**config.mk**
```make
export PLATFORM = sky130hd
export DESIGN_NAME = lca_seq
export DESIGN_NICKNAME = d
export VERILOG_FILES = /design/src/rtl/lca_pkg.sv /design/src/rtl/lca_seq.sv
export SDC_FILE = /design/constraint.sdc
export NUM_CORES = 1
export LEC_CHECK = 0
export ABC_AREA = 1
export BUFFER_PORTS_ARGS = -buffer_cell sky130_fd_sc_hd__buf_2
export CAP_MARGIN = 20
export CORE_MARGIN = 2
export CORE_UTILIZATION = 36
export DETAILED_ROUTE_END_ITERATION = 8
export PLACE_DENSITY_LB_ADDON = 0.12
export SLEW_MARGIN = 20
export SYNTH_ARGS = -nofsm -noshare
export SYNTH_HDL_FRONTEND = slang
export SYNTH_SLANG_ARGS = --single-unit
```
**constraint.sdc**
```tcl
create_clock -name clk -period 3.3 [get_ports clk]
set_clock_uncertainty 0.1 [all_clocks]
set_input_delay 0.165 -clock clk [delete_from_list [all_inputs] [get_ports clk]]
set_output_delay 0.165 -clock clk [all_outputs]
set_load 0.05 [all_outputs]
```
**src/rtl/lca_pkg.sv**
```systemverilog
// lca_pkg: shared widths, constants and memory request types for the
// binary lifting common ancestor engine. No dependencies.
`timescale 1ns / 1ps
package lca_pkg;

    localparam int NODE_W = 10;              // real node index width
    localparam int ID_W   = NODE_W + 1;      // node index including the dummy
    localparam int LEVELS = 10;              // ancestor levels per row
    localparam int LVL_W  = 4;               // level index width
    localparam int DEP_W  = 11;              // signed depth width
    localparam int DIST_W = 10;

    localparam logic [ID_W-1:0] DUMMY = ID_W'(1 << NODE_W);
    localparam logic signed [DEP_W-1:0] DEP_NONE = -DEP_W'(1);
    localparam logic signed [DEP_W-1:0] DEP_MAX  = DEP_W'((1 << NODE_W) - 1);
    localparam logic [LVL_W-1:0] LVL_TOP = LVL_W'(LEVELS - 1);

    localparam logic [1:0] REQ_LOAD  = 2'd0;
    localparam logic [1:0] REQ_LCA   = 2'd1;
    localparam logic [1:0] REQ_CLIMB = 2'd2;

    typedef logic [ID_W-1:0] id_t;
    typedef logic signed [DEP_W-1:0] dep_t;

    typedef struct packed {
        logic              rd_en;
        id_t               rd_node;
        logic [LVL_W-1:0]  rd_lvl;
        logic              wr_en;
        logic [NODE_W-1:0] wr_node;
        logic [LVL_W-1:0]  wr_lvl;
        id_t               wr_data;
    } anc_req_t;

    typedef struct packed {
        logic              rd_en;
        id_t               rd_node;
        logic              wr_en;
        logic [NODE_W-1:0] wr_node;
        dep_t              wr_data;
    } dep_req_t;

endpackage

```
**src/rtl/lca_seq.sv**
```systemverilog
// lca_seq: sequencer that runs loads, common ancestor and climb queries
// through the ancestor and depth memories. Uses lca_pkg.
`timescale 1ns / 1ps
module lca_seq (
    input  logic                        clk,
    input  logic                        rst_n,
    input  logic                        start,
    input  logic [1:0]                  req_type,
    input  logic [lca_pkg::NODE_W-1:0]  node_a,
    input  logic [lca_pkg::NODE_W-1:0]  node_b,
    input  logic                        is_root,
    input  logic [lca_pkg::DIST_W-1:0]  distance,
    output logic                        idle,
    output logic                        res_valid,
    output lca_pkg::id_t                res_id,
    input  logic                        res_taken,
    output lca_pkg::anc_req_t           anc_req,
    input  lca_pkg::id_t                anc_rdata,
    output lca_pkg::dep_req_t           dep_req,
    input  lca_pkg::dep_t               dep_rdata
);
    import lca_pkg::*;

    localparam logic [4:0] S_IDLE  = 5'd0;
    localparam logic [4:0] S_R_WR  = 5'd1;
    localparam logic [4:0] S_L_DEP = 5'd2;
    localparam logic [4:0] S_L_RD  = 5'd3;
    localparam logic [4:0] S_L_WT  = 5'd4;
    localparam logic [4:0] S_Q_DA  = 5'd5;
    localparam logic [4:0] S_Q_DB  = 5'd6;
    localparam logic [4:0] S_P1_A  = 5'd7;
    localparam logic [4:0] S_P1_B  = 5'd8;
    localparam logic [4:0] S_P1_C  = 5'd9;
    localparam logic [4:0] S_CMP   = 5'd10;
    localparam logic [4:0] S_P2_A  = 5'd11;
    localparam logic [4:0] S_P2_B  = 5'd12;
    localparam logic [4:0] S_P2_C  = 5'd13;
    localparam logic [4:0] S_FIN   = 5'd14;
    localparam logic [4:0] S_FIN_W = 5'd15;
    localparam logic [4:0] S_K_DEP = 5'd16;
    localparam logic [4:0] S_K_A   = 5'd17;
    localparam logic [4:0] S_K_B   = 5'd18;
    localparam logic [4:0] S_DONE  = 5'd19;

    logic [4:0]        state_reg, state_next;
    logic [LVL_W-1:0]  lvl_reg, lvl_next;
    logic [NODE_W-1:0] a_reg, a_next;
    id_t               b_reg, b_next;
    logic [DIST_W-1:0] k_reg, k_next;
    id_t               u_reg, u_next;
    id_t               v_reg, v_next;
    id_t               up_reg, up_next;
    id_t               res_reg, res_next;
    dep_t              du_reg, du_next;
    dep_t              dv_reg, dv_next;

    // control registers
    always_ff @(posedge clk or negedge rst_n)
    begin
        if (!rst_n)
        begin
            state_reg <= S_IDLE;
        end
        else
        begin
            state_reg <= state_next;
        end
    end

    // working registers
    always_ff @(posedge clk)
    begin
        lvl_reg  <= lvl_next;
        a_reg    <= a_next;
        b_reg    <= b_next;
        k_reg    <= k_next;
        u_reg    <= u_next;
        v_reg    <= v_next;
        up_reg   <= up_next;
        res_reg  <= res_next;
        du_reg   <= du_next;
        dv_reg   <= dv_next;
    end

    assign idle      = (state_reg == S_IDLE);
    assign res_valid = (state_reg == S_DONE);
    assign res_id    = res_reg;

    // sequencer
    always_comb
    begin
        state_next = state_reg;
        lvl_next   = lvl_reg;
        a_next     = a_reg;
        b_next     = b_reg;
        k_next     = k_reg;
        u_next     = u_reg;
        v_next     = v_reg;
        up_next    = up_reg;
        res_next   = res_reg;
        du_next    = du_reg;
        dv_next    = dv_reg;
        anc_req    = '0;
        dep_req    = '0;

        unique case (state_reg)
            S_IDLE:
            begin
                if (start)
                begin
                    a_next    = node_a;
                    b_next    = {1'b0, node_b};
                    k_next    = distance;
                    lvl_next  = '0;
                    case (req_type) inside
                        REQ_LOAD:
                        begin
                            if (is_root)
                            begin
                                state_next = S_R_WR;
                            end
                            else
                            begin
                                dep_req.rd_en   = 1'b1;
                                dep_req.rd_node = {1'b0, node_b};
                                state_next      = S_L_DEP;
                            end
                        end
                        REQ_LCA, REQ_CLIMB:
                        begin
                            dep_req.rd_en   = 1'b1;
                            dep_req.rd_node = {1'b0, node_a};
                            state_next      = (req_type == REQ_LCA) ? S_Q_DA : S_K_DEP;
                        end
                        default:
                        begin
                            res_next   = DUMMY;
                            state_next = S_DONE;
                        end
                    endcase
                end
            end

            // root load: depth 0, every level points at the dummy
            S_R_WR:
            begin
                dep_req.wr_en   = (lvl_reg == '0);
                dep_req.wr_node = a_reg;
                dep_req.wr_data = '0;
                anc_req.wr_en   = 1'b1;
                anc_req.wr_node = a_reg;
                anc_req.wr_lvl  = lvl_reg;
                anc_req.wr_data = DUMMY;
                if (lvl_reg == LVL_TOP)
                begin
                    res_next   = {1'b0, a_reg};
                    state_next = S_DONE;
                end
                else
                begin
                    lvl_next = lvl_reg + 1'b1;
                end
            end

            // child load: depth from parent, level 0 is the parent
            S_L_DEP:
            begin
                dep_req.wr_en   = 1'b1;
                dep_req.wr_node = a_reg;
                dep_req.wr_data = (dep_rdata >= DEP_MAX) ? DEP_MAX : dep_rdata + 1'b1;
                anc_req.wr_en   = 1'b1;
                anc_req.wr_node = a_reg;
                anc_req.wr_lvl  = '0;
                anc_req.wr_data = b_reg;
                u_next          = b_reg;
                if (LVL_TOP == '0)
                begin
                    res_next   = {1'b0, a_reg};
                    state_next = S_DONE;
                end
                else
                begin
                    lvl_next   = LVL_W'(1);
                    state_next = S_L_RD;
                end
            end

            S_L_RD:
            begin
                anc_req.rd_en   = 1'b1;
                anc_req.rd_node = u_reg;
                anc_req.rd_lvl  = lvl_reg - 1'b1;
                state_next      = S_L_WT;
            end

            S_L_WT:
            begin
                u_next          = anc_rdata;
                anc_req.wr_en   = 1'b1;
                anc_req.wr_node = a_reg;
                anc_req.wr_lvl  = lvl_reg;
                anc_req.wr_data = anc_rdata;
                if (lvl_reg == LVL_TOP)
                begin
                    res_next   = {1'b0, a_reg};
                    state_next = S_DONE;
                end
                else
                begin
                    lvl_next   = lvl_reg + 1'b1;
                    state_next = S_L_RD;
                end
            end

            // common ancestor: fetch both depths
            S_Q_DA:
            begin
                du_next         = dep_rdata;
                dep_req.rd_en   = 1'b1;
                dep_req.rd_node = b_reg;
                state_next      = S_Q_DB;
            end

            S_Q_DB:
            begin
                if (du_reg < dep_rdata)
                begin
                    u_next  = b_reg;
                    v_next  = {1'b0, a_reg};
                    dv_next = du_reg;
                end
                else
                begin
                    u_next  = {1'b0, a_reg};
                    v_next  = b_reg;
                    dv_next = dep_rdata;
                end
                lvl_next   = LVL_TOP;
                state_next = S_P1_A;
            end

            // first pass: lift the deeper node to the other's depth
            S_P1_A:
            begin
                anc_req.rd_en   = 1'b1;
                anc_req.rd_node = u_reg;
                anc_req.rd_lvl  = lvl_reg;
                state_next      = S_P1_B;
            end

            S_P1_B:
            begin
                up_next         = anc_rdata;
                dep_req.rd_en   = 1'b1;
                dep_req.rd_node = anc_rdata;
                state_next      = S_P1_C;
            end

            S_P1_C:
            begin
                if (dep_rdata >= dv_reg)
                begin
                    u_next = up_reg;
                end
                if (lvl_reg == '0)
                begin
                    state_next = S_CMP;
                end
                else
                begin
                    lvl_next   = lvl_reg - 1'b1;
                    state_next = S_P1_A;
                end
            end

            S_CMP:
            begin
                if (u_reg == v_reg)
                begin
                    res_next   = u_reg;
                    state_next = S_DONE;
                end
                else
                begin
                    lvl_next   = LVL_TOP;
                    state_next = S_P2_A;
                end
            end

            // second pass: lift both while their ancestors differ
            S_P2_A:
            begin
                anc_req.rd_en   = 1'b1;
                anc_req.rd_node = u_reg;
                anc_req.rd_lvl  = lvl_reg;
                state_next      = S_P2_B;
            end

            S_P2_B:
            begin
                up_next         = anc_rdata;
                anc_req.rd_en   = 1'b1;
                anc_req.rd_node = v_reg;
                anc_req.rd_lvl  = lvl_reg;
                state_next      = S_P2_C;
            end

            S_P2_C:
            begin
                if (up_reg != anc_rdata)
                begin
                    u_next = up_reg;
                    v_next = anc_rdata;
                end
                if (lvl_reg == '0)
                begin
                    state_next = S_FIN;
                end
                else
                begin
                    lvl_next   = lvl_reg - 1'b1;
                    state_next = S_P2_A;
                end
            end

            S_FIN:
            begin
                anc_req.rd_en   = 1'b1;
                anc_req.rd_node = u_reg;
                anc_req.rd_lvl  = '0;
                state_next      = S_FIN_W;
            end

            S_FIN_W:
            begin
                res_next   = anc_rdata;
                state_next = S_DONE;
            end

            // climb: reject distances beyond the depth
            S_K_DEP:
            begin
                if ($signed({2'b00, k_reg}) > $signed({dep_rdata[DEP_W-1], dep_rdata}))
                begin
                    res_next   = DUMMY;
                    state_next = S_DONE;
                end
                else
                begin
                    u_next     = {1'b0, a_reg};
                    lvl_next   = LVL_TOP;
                    state_next = S_K_A;
                end
            end

            S_K_A:
            begin
                if (k_reg[lvl_reg])
                begin
                    anc_req.rd_en   = 1'b1;
                    anc_req.rd_node = u_reg;
                    anc_req.rd_lvl  = lvl_reg;
                    state_next      = S_K_B;
                end
                else if (lvl_reg == '0)
                begin
                    res_next   = u_reg;
                    state_next = S_DONE;
                end
                else
                begin
                    lvl_next = lvl_reg - 1'b1;
                end
            end

            S_K_B:
            begin
                u_next = anc_rdata;
                if (lvl_reg == '0)
                begin
                    res_next   = anc_rdata;
                    state_next = S_DONE;
                end
                else
                begin
                    lvl_next   = lvl_reg - 1'b1;
                    state_next = S_K_A;
                end
            end

            S_DONE:
            begin
                if (res_taken)
                begin
                    state_next = S_IDLE;
                end
            end

            default:
            begin
                state_next = S_IDLE;
            end
        endcase
    end

endmodule

```
# Yosys cells after proc, flatten, opt, wreduce, memory -nomap -nowiden
# Index checks and enable logic that the tools add are counted.
dict set report word_totals {
  regBits 105
  in_bits 59
  output_inout_bits 89
  elab_cells 133
}
dict set report classes {
  n_addsub 3
  n_lt_le_gt_ge 5
  n_eq_ne 41
  muxes 54
  reduce_logical 19
}
# op n
set op_table {}
lappend op_table {{$mux 11} 15}
lappend op_table {{$pmux 5 s20} 1}
lappend op_table {{$pmux 16 s5} 1}
lappend op_table {{$pmux 26 s3} 1}
lappend op_table {{$pmux 11 s7} 1}
lappend op_table {{$pmux 11 s6} 1}
lappend op_table {{$mux 5} 10}
lappend op_table {{$mux 12} 4}
lappend op_table {{$pmux 22 s2} 1}
lappend op_table {{$eq 5x4->1 const B} 8}
lappend op_table {{$pmux 12 s3} 1}
lappend op_table {{$pmux 4 s8} 1}
lappend op_table {{$mux 4} 7}
lappend op_table {{$ne 2x2->1 const B} 14}
lappend op_table {{$pmux 11 s2} 1}
lappend op_table {{$eq 5x3->1 const B} 4}
lappend op_table {{$eq 5x5->1 const B} 4}
lappend op_table {{$mux 10} 2}
lappend op_table {{$mux 16} 1}
lappend op_table {{$add 11x1->11 const B} 1}
lappend op_table {{$eq 11x11->1} 1}
lappend op_table {{$ge 11x11->1} 1}
lappend op_table {{$ge 11x11->1 const B} 1}
lappend op_table {{$gt 11x11->1} 1}
lappend op_table {{29 further kinds} 39}

# Depth between registers and ports, before layout
# Gate-level depths: netlist (run 1).
dict set report logic_depth {
  ltp_word 6
  depth_mapped 14
}

# Worst setup path before layout (run 1)
# OpenSTA, ideal clock, no wires.
dict set report synth_path {
  path_type {register -> output}
  startpoint {register state_reg[1]}
  endpoint {output port dep_req[22] (netlist name)}
  t_arrival_ns 3.150
  required_ns 3.035
  path_slack_ns -0.115
  path_stages_with_launch 8
  path_buffers 0
  cell_sequence {dfrtp_1 nor2_4 inv_4 nor2_4 inv_1 nor2_2 inv_2 o221ai_1}
}
# item line_no
set synth_rtl {}
lappend synth_rtl {{from (decl)} lca_seq.sv:45} ;# logic [4:0] state_reg, state_next;
lappend synth_rtl {{from (signal assigned)} lca_seq.sv:66} ;# state_reg <= state_next;
lappend synth_rtl {{to (decl)} lca_seq.sv:19} ;# output lca_pkg::dep_req_t dep_req,

==> flow_summary.json, run 1 <==
{
  "outcome": "finished, final reports clean",
  "timing_hold_violations_final": 0,
  "rsz0062_at_grt": "no",
  "drive_above_1_share_pct": 23.00,
  "powerDensity_mw_per_mm2": 841.3,
  "first_iter_violations": 627,
  "port_buffers": 147,
  "worstPathRequired_ns": 3.03,
  "critical-path-top-delay-family": "simple AND/OR/NAND/NOR gates",
  "max_clock_freq_mhz": 339.8,
  "cts_resized": 0,
  "clkSinkCount": 105,
  "synthTopCellsByArea": "edfxtp_1 40%, nand2_1 8.7%, ha_1 6.5%",
  "path_clk_slew_ns": 0.08,
  "crit_path_start_kind": "register",
  "fin_crit_sh_pct": 89.18,
  "async_reset_ff_share_pct": 4.762,
  "cap_violations": 0,
  "worstPathBufferInverterCount": 3,
  "cts_inserted_buffers": 9,
  "slowest_stage": "nor2_1",
  "rows": 52,
  "critical_path_class": "reg -> out",
  "grt_pass1_vias": 6652,
  "top_layer_used": "met4",
  "holdWs_ns": 0.05092,
  "grt_max_degree": 23,
  "grt-ovfl-total": 0,
  "final_core_util_pct": 45.74,
  "fp.coreArea_mm2": 0.02030,
  "synth_fp_nets": 994,
  "drv_slew": 0,
  "clock_latency_ns": 0.36,
  "power_leakage_nw": 4.313,
  "dieArea_mm2": 0.02191,
  "drt-vias-per-instance": 5.140,
  "cts_setup_buffers": 0,
  "wl_per_cell_um": 18.40,
  "fin_setup_tns_ns": 0,
  "gp_congestion": 0.9093,
  "peakVddDrop_mv": 0.4363,
  "period_needed_ns": 2.943,
  "synth_warnings": 0,
  "synth-edff-count": 100,
  "grt_pass1_wl_um": 38740,
  "cp.arrival_ns": 2.68,
  "wl_met2_um": 11100,
  "r2r_slack_ns": 0.56,
  "antenna_left": 0,
  "synth_top_flop_cell": "edfxtp_1",
  "syn_area_mm2": 0.007467,
  "synth.yosys.seq_area_share_pct": 41.89,
  "p_total_mw": 7.812,
  "worstMarginPinSlew_ns": 0.9456,
  "ios": 148,
  "synth_area_leader_cell": "edfxtp_1",
  "synthCells": 896,
  "diodes": 0,
  "area_growth_pct": 24.35,
  "nets": 1193,
  "drt_pass1_iterations": 6,
  "wl_um": 25210,
  "end_kind": "output pin",
  "grt_use_total_pct": 23.24,
  "cts_buffer_depth": 2,
  "die_h_um": 148.0,
  "synth_seq_cells": 105,
  "syn_area_per_cell_um2": 8.334,
  "vias": 7042,
  "clockRootBuffer": "clkbuf_16",
  "h-tree-depth": 3,
  "min_path_type": "in -> async",
  "crit_chain": "nor2_4 -> inv_4 -> nor2_4 -> inv_2 -> nand2_4 -> nor2_1 -> nor2_1 -> buf_2",
  "synth_cell_types": 41,
  "initial_core_util_pct": 36.79,
  "max-slew-margin-rel_pct": 36.73,
  "met3_length_um": 1535,
  "die-width_um": 148.0,
  "drcViolationCount": 0,
  "drt-met1-wl_um": 12090,
  "netlist.area_leader.share_pct": 40.21,
  "max_stage_delay_ns": 0.74,
  "antenna_found_initial": 0,
  "setup_viol": 0,
  "dp_hpwl_um": 19820,
  "cp_max_fo": 13,
  "fillers": 2065,
  "tritoncts": "built"
}
==> synth_stat cells, types with 4 or more instances <==
cell,n
a21oi_1,27
a21oi_2,11
a22oi_1,10
buf_2,9
buf_6,7
clkbuf_1,6
dfrtp_1,5
edfxtp_1,100
ha_1,39
inv_1,120
inv_2,13
nand2_1,174
nand2_2,8
nand2_4,5
nand3_1,60
nand3_2,4
nand4_1,15
nor2_1,97
nor2_2,4
nor2_4,9
nor3_1,7
nor3_2,8
o211ai_1,4
o21ai_0,41
o21ai_1,23
o21ai_2,11
o221ai_1,21
o22ai_1,16
xnor2_1,9
xor2_1,17
==> path summary, 6_finish.rpt <==
path | startpoint | to | cells after the start
max | state_reg[1] | anc_req[16] | 8
min | rst_n | state_reg[4] | 2
max reg2reg | lvl_reg[1] | res_id[9] | 9
min reg2reg | du_reg[3] | dv_reg[3] | 2
max in group asynchronous | rst_n | state_reg[0] | 2
min in group clk | dep_rdata[0] | du_reg[0] | 1
==> worst reg2reg max path, cell delays in order (launching register included) <==
cell and delay (ns):
edfxtp_1 0.50, inv_1 0.23, ha_1 0.22, nand2_1 0.06, nor2_1 0.49, o21ai_0 0.22, a21oi_1 0.22, nand4_1 0.11
nor2_1 0.11, buf_4 0.20
==> power by group <==
group / internal (mW) / switching (mW) / total, mW
Combinational: 1.14 / 3.41 / 4.55
Sequential: 1.95 / 0.263 / 2.21
Clock: 0.519 / 0.535 / 1.05
Total: 3.60 / 4.21 / 7.81
==> through the flow <==
stage	instance area [um^2]	std cells	setup WS, ns
after detailed placement	8486	1302	0.5510
after floorplan	7472	896	0.2377
after global placement	8478	1301	0.5670
after CTS	9285	1370	0.3708
final	9285	1370	0.3569
after global routing	9285	1370	0.1955
==> logic make-up (layout without fill, tap and decap cells) <==
kind of cell	Yosys count	in the layout	synth area share, %
simple gates	397	397	24.92
flops	105	105	41.89
compound gates	169	169	14.56
fa+ha+maj	39	39	6.535
xor+xnor	26	26	3.050
buf+inv	160	364	9.048
==> metal layers <==
| layer | vias up | track usage (%) |
|---|---|---|
| li1 | 3457 | - |
| met1 | 3293 | 34.60 |
| met2 | 264 | 35.14 |
| met3 | 28 | 3.302 |
| met4 | 0 | 6.619 |
| met5 | - | 0 |
==> layout make-up <==
class | instances | area [um^2] | area share [%]
repair buffers | 212 | 1354 | 14.58
multi-input cells | 631 | 3669 | 39.51
flip-flops and latches | 105 | 3128 | 33.69
clock inverters | 7 | 53.80 | 0.5794
clock buffers | 9 | 225.2 | 2.426
well taps | 270 | 337.8 | 3.638
inverters | 136 | 518.0 | 5.579
==> layout by cell type, fill, tap and decap left out, types with 2 or more instances in the layout <==
cell type,n
inv_2,13
xor2_1,17
o211ai_1,4
a21oi_2,11
edfxtp_1,100
a21oi_1,27
ha_1,39
nor3_1,7
nand2_2,8
nand2_1,174
o21ai_0,41
nor2_1,97
o21ai_1,23
o22ai_1,16
nand2_4,5
nand4_1,15
inv_1,120
nand3_1,60
o21ai_2,11
nor3_2,8
buf_2,147
o221ai_1,21
clkinv_1,2
inv_4,3
nor2_2,3
inv_6,2
buf_4,13
o2111ai_1,2
a22oi_1,10
nor2_4,10
nand3b_1,3
nand3_2,4
clkbuf_16,9
dlygate4sd3_1,52
dfrtp_1,5
xnor2_1,9
==> timing repair <==
action | CTS | global route
hold buffers | 52 | 0
hold endpoints to repair | 56 | 0
setup endpoints to repair | 0 | 0
Note: power is estimated with default switching activity, not from simulation.
==> run 2, diff against run 1 <==
--- a/config.mk
+++ b/config.mk
@@ -12,6 +12,7 @@
 export CORE_UTILIZATION = 36
 export DETAILED_ROUTE_END_ITERATION = 8
 export PLACE_DENSITY_LB_ADDON = 0.12
+export RECOVER_POWER = 25
 export SLEW_MARGIN = 20
 export SYNTH_ARGS = -nofsm -noshare
 export SYNTH_HDL_FRONTEND = slang
==> run 2 against run 1 <==
Net effect: final area shrank 0.75%; non-clock buffer count did not move; register-to-register slack hardly changed; count of clock-buffer cells in the layout did not move; worst setup slack got worse by 0.037 ns.
==> flow_summary.json, run 2 (synthesis results as in run 1) <==
{
  "cp_max_fo": 13,
  "combPwrFrac_pct": 58.1,
  "end_kind": "output pin",
  "antenna_left": 0,
  "fin_setup_tns_ns": 0,
  "drive_above_1_share_pct": 18.55,
  "diodes": 0,
  "rsz0062_at_grt": "no",
  "nets": 1193,
  "dieArea_mm2": 0.02191,
  "vias": 7061,
  "dp.cells": 1302,
  "grt_pass1_wl_um": 38740,
  "power_frac_seq_pct": 28.4,
  "stdcell_count": 1370,
  "dp_hpwl_um": 19820,
  "grt_use_total_pct": 23.24,
  "wl_per_cell_um": 18.43,
  "drt-vias-per-instance": 5.154,
  "tritoncts": "built",
  "cts_resized": 0,
  "gp_congestion": 0.9093,
  "h-tree-depth": 3,
  "period_needed_ns": 2.980,
  "timing_hold_violations_final": 0,
  "grt_max_degree": 23,
  "grt-ovfl-total": 0,
  "peakVddDrop_mv": 0.4389,
  "clockPowerShare_pct": 13.5,
  "min_path_type": "in -> reg",
  "cts_buffer_depth": 2,
  "final_cell_mix": "174 x nand2_1, 120 x inv_1, 100 x edfxtp_1, 100 x buf_2, 98 x nor2_1",
  "die-width_um": 148.0,
  "critical_path_class": "reg -> out",
  "drcViolationCount": 0,
  "area_growth_pct": 23.41,
  "drv_slew": 0,
  "clockRootBuffer": "clkbuf_16",
  "fillers": 2099,
  "wl_um": 25250,
  "max-slew-margin-rel_pct": 36.72,
  "p_total_mw": 7.780,
  "switching_share_pct": 54.08,
  "path_clk_slew_ns": 0.07,
  "ios": 148,
  "outcome": "finished, final reports clean",
  "clock_latency_ns": 0.36,
  "crit_start": "state_reg[1]",
  "clkSinkCount": 105,
  "antenna_found_initial": 0,
  "setup_viol": 0,
  "max_clock_freq_mhz": 335.6,
  "final_common_cell": "nand2_1",
  "power_leakage_nw": 4.177,
  "drt_pass1_iterations": 5,
  "initial_core_util_pct": 36.79,
  "fp.coreArea_mm2": 0.02030,
  "worstPathRequired_ns": 3.03,
  "p_int_mw": 3.572,
  "powerDensity_mw_per_mm2": 844.3,
  "die_h_um": 148.0,
  "cp.arrival_ns": 2.72,
  "port_buffers": 147,
  "cts_inserted_buffers": 9,
  "switching_power_mw": 4.207,
  "hold_path.startpoint": "res_taken",
  "crit_path_start_kind": "register",
  "cap_violations": 0,
  "rows": 52,
  "grt_pass1_vias": 6652,
  "first_iter_violations": 663,
  "worstMarginPinSlew_ns": 0.9458,
  "reg2reg_from": "lvl_reg[1]",
  "fin_crit_sh_pct": 90.31
}
run 2: cell types whose count changed in the layout (fill, tap and decap cells not counted):
cell / before / now
buf_2: 147 / 100
buf_4: 13 / 12
clkbuf_1: 0 / 48
nor2_1: 97 / 98
nor2_4: 10 / 9
run 2: metrics by stage:
step,utilization [%],instance area (um^2),setup WS (ns),hold slack [ns]
2_1_floorplan,-,7472,0.2377,-0.2306
3_3_place_gp,41.77,8478,0.5670,-0.09937
3_5_place_dp,41.80,8486,0.5510,-0.1025
4_1_cts,45.74,9285,0.3708,0.04124
5_1_grt,45.40,9215,0.1033,0.07509
6_report,45.40,9215,0.3198,0.05563
run 2: worst max-delay path: stages (launching register included):
cell     delay, ns
dfrtp_1       0.48
nor2_1        0.16
inv_4         0.13
nor2_4        0.06
inv_2         0.22
nand2_4       0.12
nor2_1        0.74
nor2_1        0.17
buf_2         0.27
run 2: power groups by stage:
stage	Clock, mW	Sequential [mW]	Combinational (mW)
floorplan	0	2.40	3.15
global placement	0	2.23	4.49
detailed placement	0	2.23	4.48
CTS	1.07	2.20	4.54
global route	1.11	2.23	4.89
finish	1.05	2.21	4.52
run 2: final timing paths:
kind                       cells past startpoint  slack [ns]      endpoint
max in group asynchronous                      2        2.74  state_reg[0]
min in group asynchronous                      2        0.11  state_reg[4]
max reg2reg                                    9        0.57     res_id[9]
min                                            4        0.06  state_reg[1]
min reg2reg                                    2        0.47     dv_reg[2]
max                                            8        0.32   anc_req[16]
run 2: timing repair:
item / 4_1_cts / 5_1_grt
buffers inserted: 0 / 0
hold buffers: 52 / 0
hold endpoints to repair: 56 / 0
run 2: routing by layer:
metal,share of wire (%),track usage (%),vias to the layer above
li1,-,-,3457
met5,0,0,-
met3,6.7,3.302,31
met4,2.0,6.619,0
met1,47,34.60,3306
met2,44,35.14,267
run 2: final cells by class:
cell class	count	area, um^2	area share, %
inverter	136	518.0	5.621
sequential	105	3128	33.94
tap	270	337.8	3.666
multi-input combinational	631	3661	39.73
timing repair buffer	212	1291	14.01
clock inverter	7	53.80	0.5838
clock buffer	9	225.2	2.444
==> run 3, diff against run 2 <==
==> constraint.sdc (replaced) <==
create_clock -name clk -period 2.9 [get_ports clk]
set_clock_uncertainty 0.1 [all_clocks]
set_input_delay 0.145 -clock clk [delete_from_list [all_inputs] [get_ports clk]]
set_output_delay 0.145 -clock clk [all_outputs]
set_load 0.05 [all_outputs]
==> run 3 against run 2 <==
Net effect: clock power increased by 36%; total power grew 18%; die area stayed put; global-route usage up 0.22 points; largest power group unchanged; via count is 2.3% higher; first-iteration DRC count is 1.4% higher; worst setup slack worse by 0.13 ns; critical path type is now in -> reg.
==> flow_summary.json, run 3 (synthesis results as in run 1) <==
{
  "period_needed_ns": 2.715,
  "final_cell_mix": "174 x nand2_1, 120 x inv_1, 104 x buf_2",
  "crit_path_start_kind": "input port",
  "end_kind": "register",
  "max-slew-margin-rel_pct": 41.36,
  "die-width_um": 148.0,
  "p_total_mw": 9.208,
  "fin_crit_sh_pct": 93.62,
  "combPwrFrac_pct": 57.2,
  "h-tree-depth": 3,
  "tritoncts": "built",
  "grt_max_degree": 23,
  "max_clock_freq_mhz": 368.3,
  "drt_pass1_iterations": 6,
  "min_path_type": "in -> async",
  "antenna_left": 0,
  "critical_path_class": "in -> reg",
  "wl_um": 25890,
  "antenna_found_initial": 0,
  "dieArea_mm2": 0.02191,
  "power_frac_seq_pct": 27.3,
  "clkSinkCount": 105,
  "grt_pass1_wl_um": 39070,
  "worstMarginPinSlew_ns": 0.8796,
  "grt-ovfl-total": 0,
  "nets": 1204,
  "dp_hpwl_um": 20120,
  "rsz0062_at_grt": "no",
  "drt-vias-per-instance": 5.232,
  "power_leakage_nw": 4.258,
  "switching_share_pct": 53.07,
  "grt_use_total_pct": 23.46,
  "clockPowerShare_pct": 15.5,
  "clock_latency_ns": 0.37,
  "switching_power_mw": 4.887,
  "r2r-end": "dv_reg[6]",
  "reg2reg_depth": 10,
  "area_growth_pct": 25.40,
  "rows": 52,
  "cts_buffer_depth": 2,
  "gp_congestion": 0.8934,
  "wl_per_cell_um": 18.75,
  "p_int_mw": 4.321,
  "final_core_util_pct": 46.13,
  "initial_core_util_pct": 36.79,
  "drv_slew": 0,
  "cts_setup_buffers": 0,
  "grt_pass1_vias": 6648,
  "diodes": 0,
  "reg2reg_from": "du_reg[10]",
  "setup_viol": 0,
  "timing_hold_violations_final": 0,
  "first_iter_violations": 672,
  "ios": 148,
  "clockRootBuffer": "clkbuf_16",
  "fillers": 2125,
  "die_h_um": 148.0,
  "worstPathRequired_ns": 2.91,
  "path_clk_slew_ns": 0.08,
  "port_buffers": 147,
  "cap_violations": 0,
  "fp.coreArea_mm2": 0.02030,
  "cts_inserted_buffers": 9,
  "final_common_cell": "nand2_1",
  "drive_above_1_share_pct": 19.98,
  "r2r_slack_ns": 0.37,
  "vias": 7226,
  "cp_max_fo": 20,
  "powerDensity_mw_per_mm2": 983.3,
  "peakVddDrop_mv": 0.3838,
  "outcome": "finished, final reports clean",
  "cp.arrival_ns": 2.73,
  "drcViolationCount": 0
}
==> run 3: critical path, stage by stage <==
cell,delay (ns)
dlygate4sd3_1,0.53
buf_2,0.15
inv_1,0.22
ha_1,0.29
nand2_1,0.07
nand2_1,0.06
a21oi_2,0.20
nand4_2,0.36
nand2_4,0.29
buf_4,0.32
o21ai_2,0.08
==> run 3: power groups by stage <==
| stage | clock [mW] | sequential [mW] | combinational [mW] |
|---|---|---|---|
| after floorplan | 0 | 2.73 | 3.58 |
| after global placement | 0 | 2.53 | 5.23 |
| after detailed placement | 0 | 2.53 | 5.21 |
| after CTS | 1.43 | 2.50 | 5.28 |
| after global routing | 1.50 | 2.54 | 5.66 |
| final | 1.43 | 2.51 | 5.27 |
==> run 3: final cells by class <==
class | count | area (um^2) | share of cell area [%]
clock buffer | 9 | 225.2 | 2.405
tap | 270 | 337.8 | 3.608
inverter | 136 | 518.0 | 5.532
multi-input combinational | 631 | 3677 | 39.27
timing repair buffer | 223 | 1369 | 14.62
sequential | 105 | 3128 | 33.40
clock inverter | 7 | 108.9 | 1.162
==> run 3: worst max path at each step <==
stage,start,endpoint,slack [ns]
floorplan,state_reg[1],dep_req[22],-0.14
global placement,dep_rdata[10],dv_reg[4],0.31
detailed placement,dep_rdata[6],dv_reg[4],0.30
CTS,dep_rdata[6],dv_reg[4],0.16
global route,dep_rdata[10],v_reg[0],0.01
finish,dep_rdata[8],dv_reg[6],0.19
==> run 3: repair_timing <==
action,CTS,global route
resized for setup,0,1
setup endpoints to repair,0,8
hold endpoints to repair,55,0
hold buffers,51,0
==> run 3: metal layers <==
metal	up-vias	wire length [um]	track usage, %
li1	3483	-	-
met1	3386	12380	36.17
met2	339	11210	34.65
met3	18	2068	3.858
met4	0	224	4.476
met5	-	0	0
==> run 3: per-stage QoR <==
| step | instances | worst slack [ns] | setup TNS [ns] | hold slack, ns | cell area (um^2) |
|---|---|---|---|---|---|
| 6_report | 1381 | 0.1852 | 0 | 0.06800 | 9364 |
| 5_1_grt | 1381 | 0.009519 | 0 | 0.09864 | 9364 |
| 4_1_cts | 1381 | 0.1561 | 0 | 0.01869 | 9424 |
| 3_5_place_dp | 1314 | 0.3031 | 0 | -0.1296 | 8579 |
| 3_3_place_gp | 1314 | 0.3115 | 0 | -0.1307 | 8576 |
| 2_1_floorplan | 896 | -0.1423 | -1.423 | -0.2506 | 7472 |
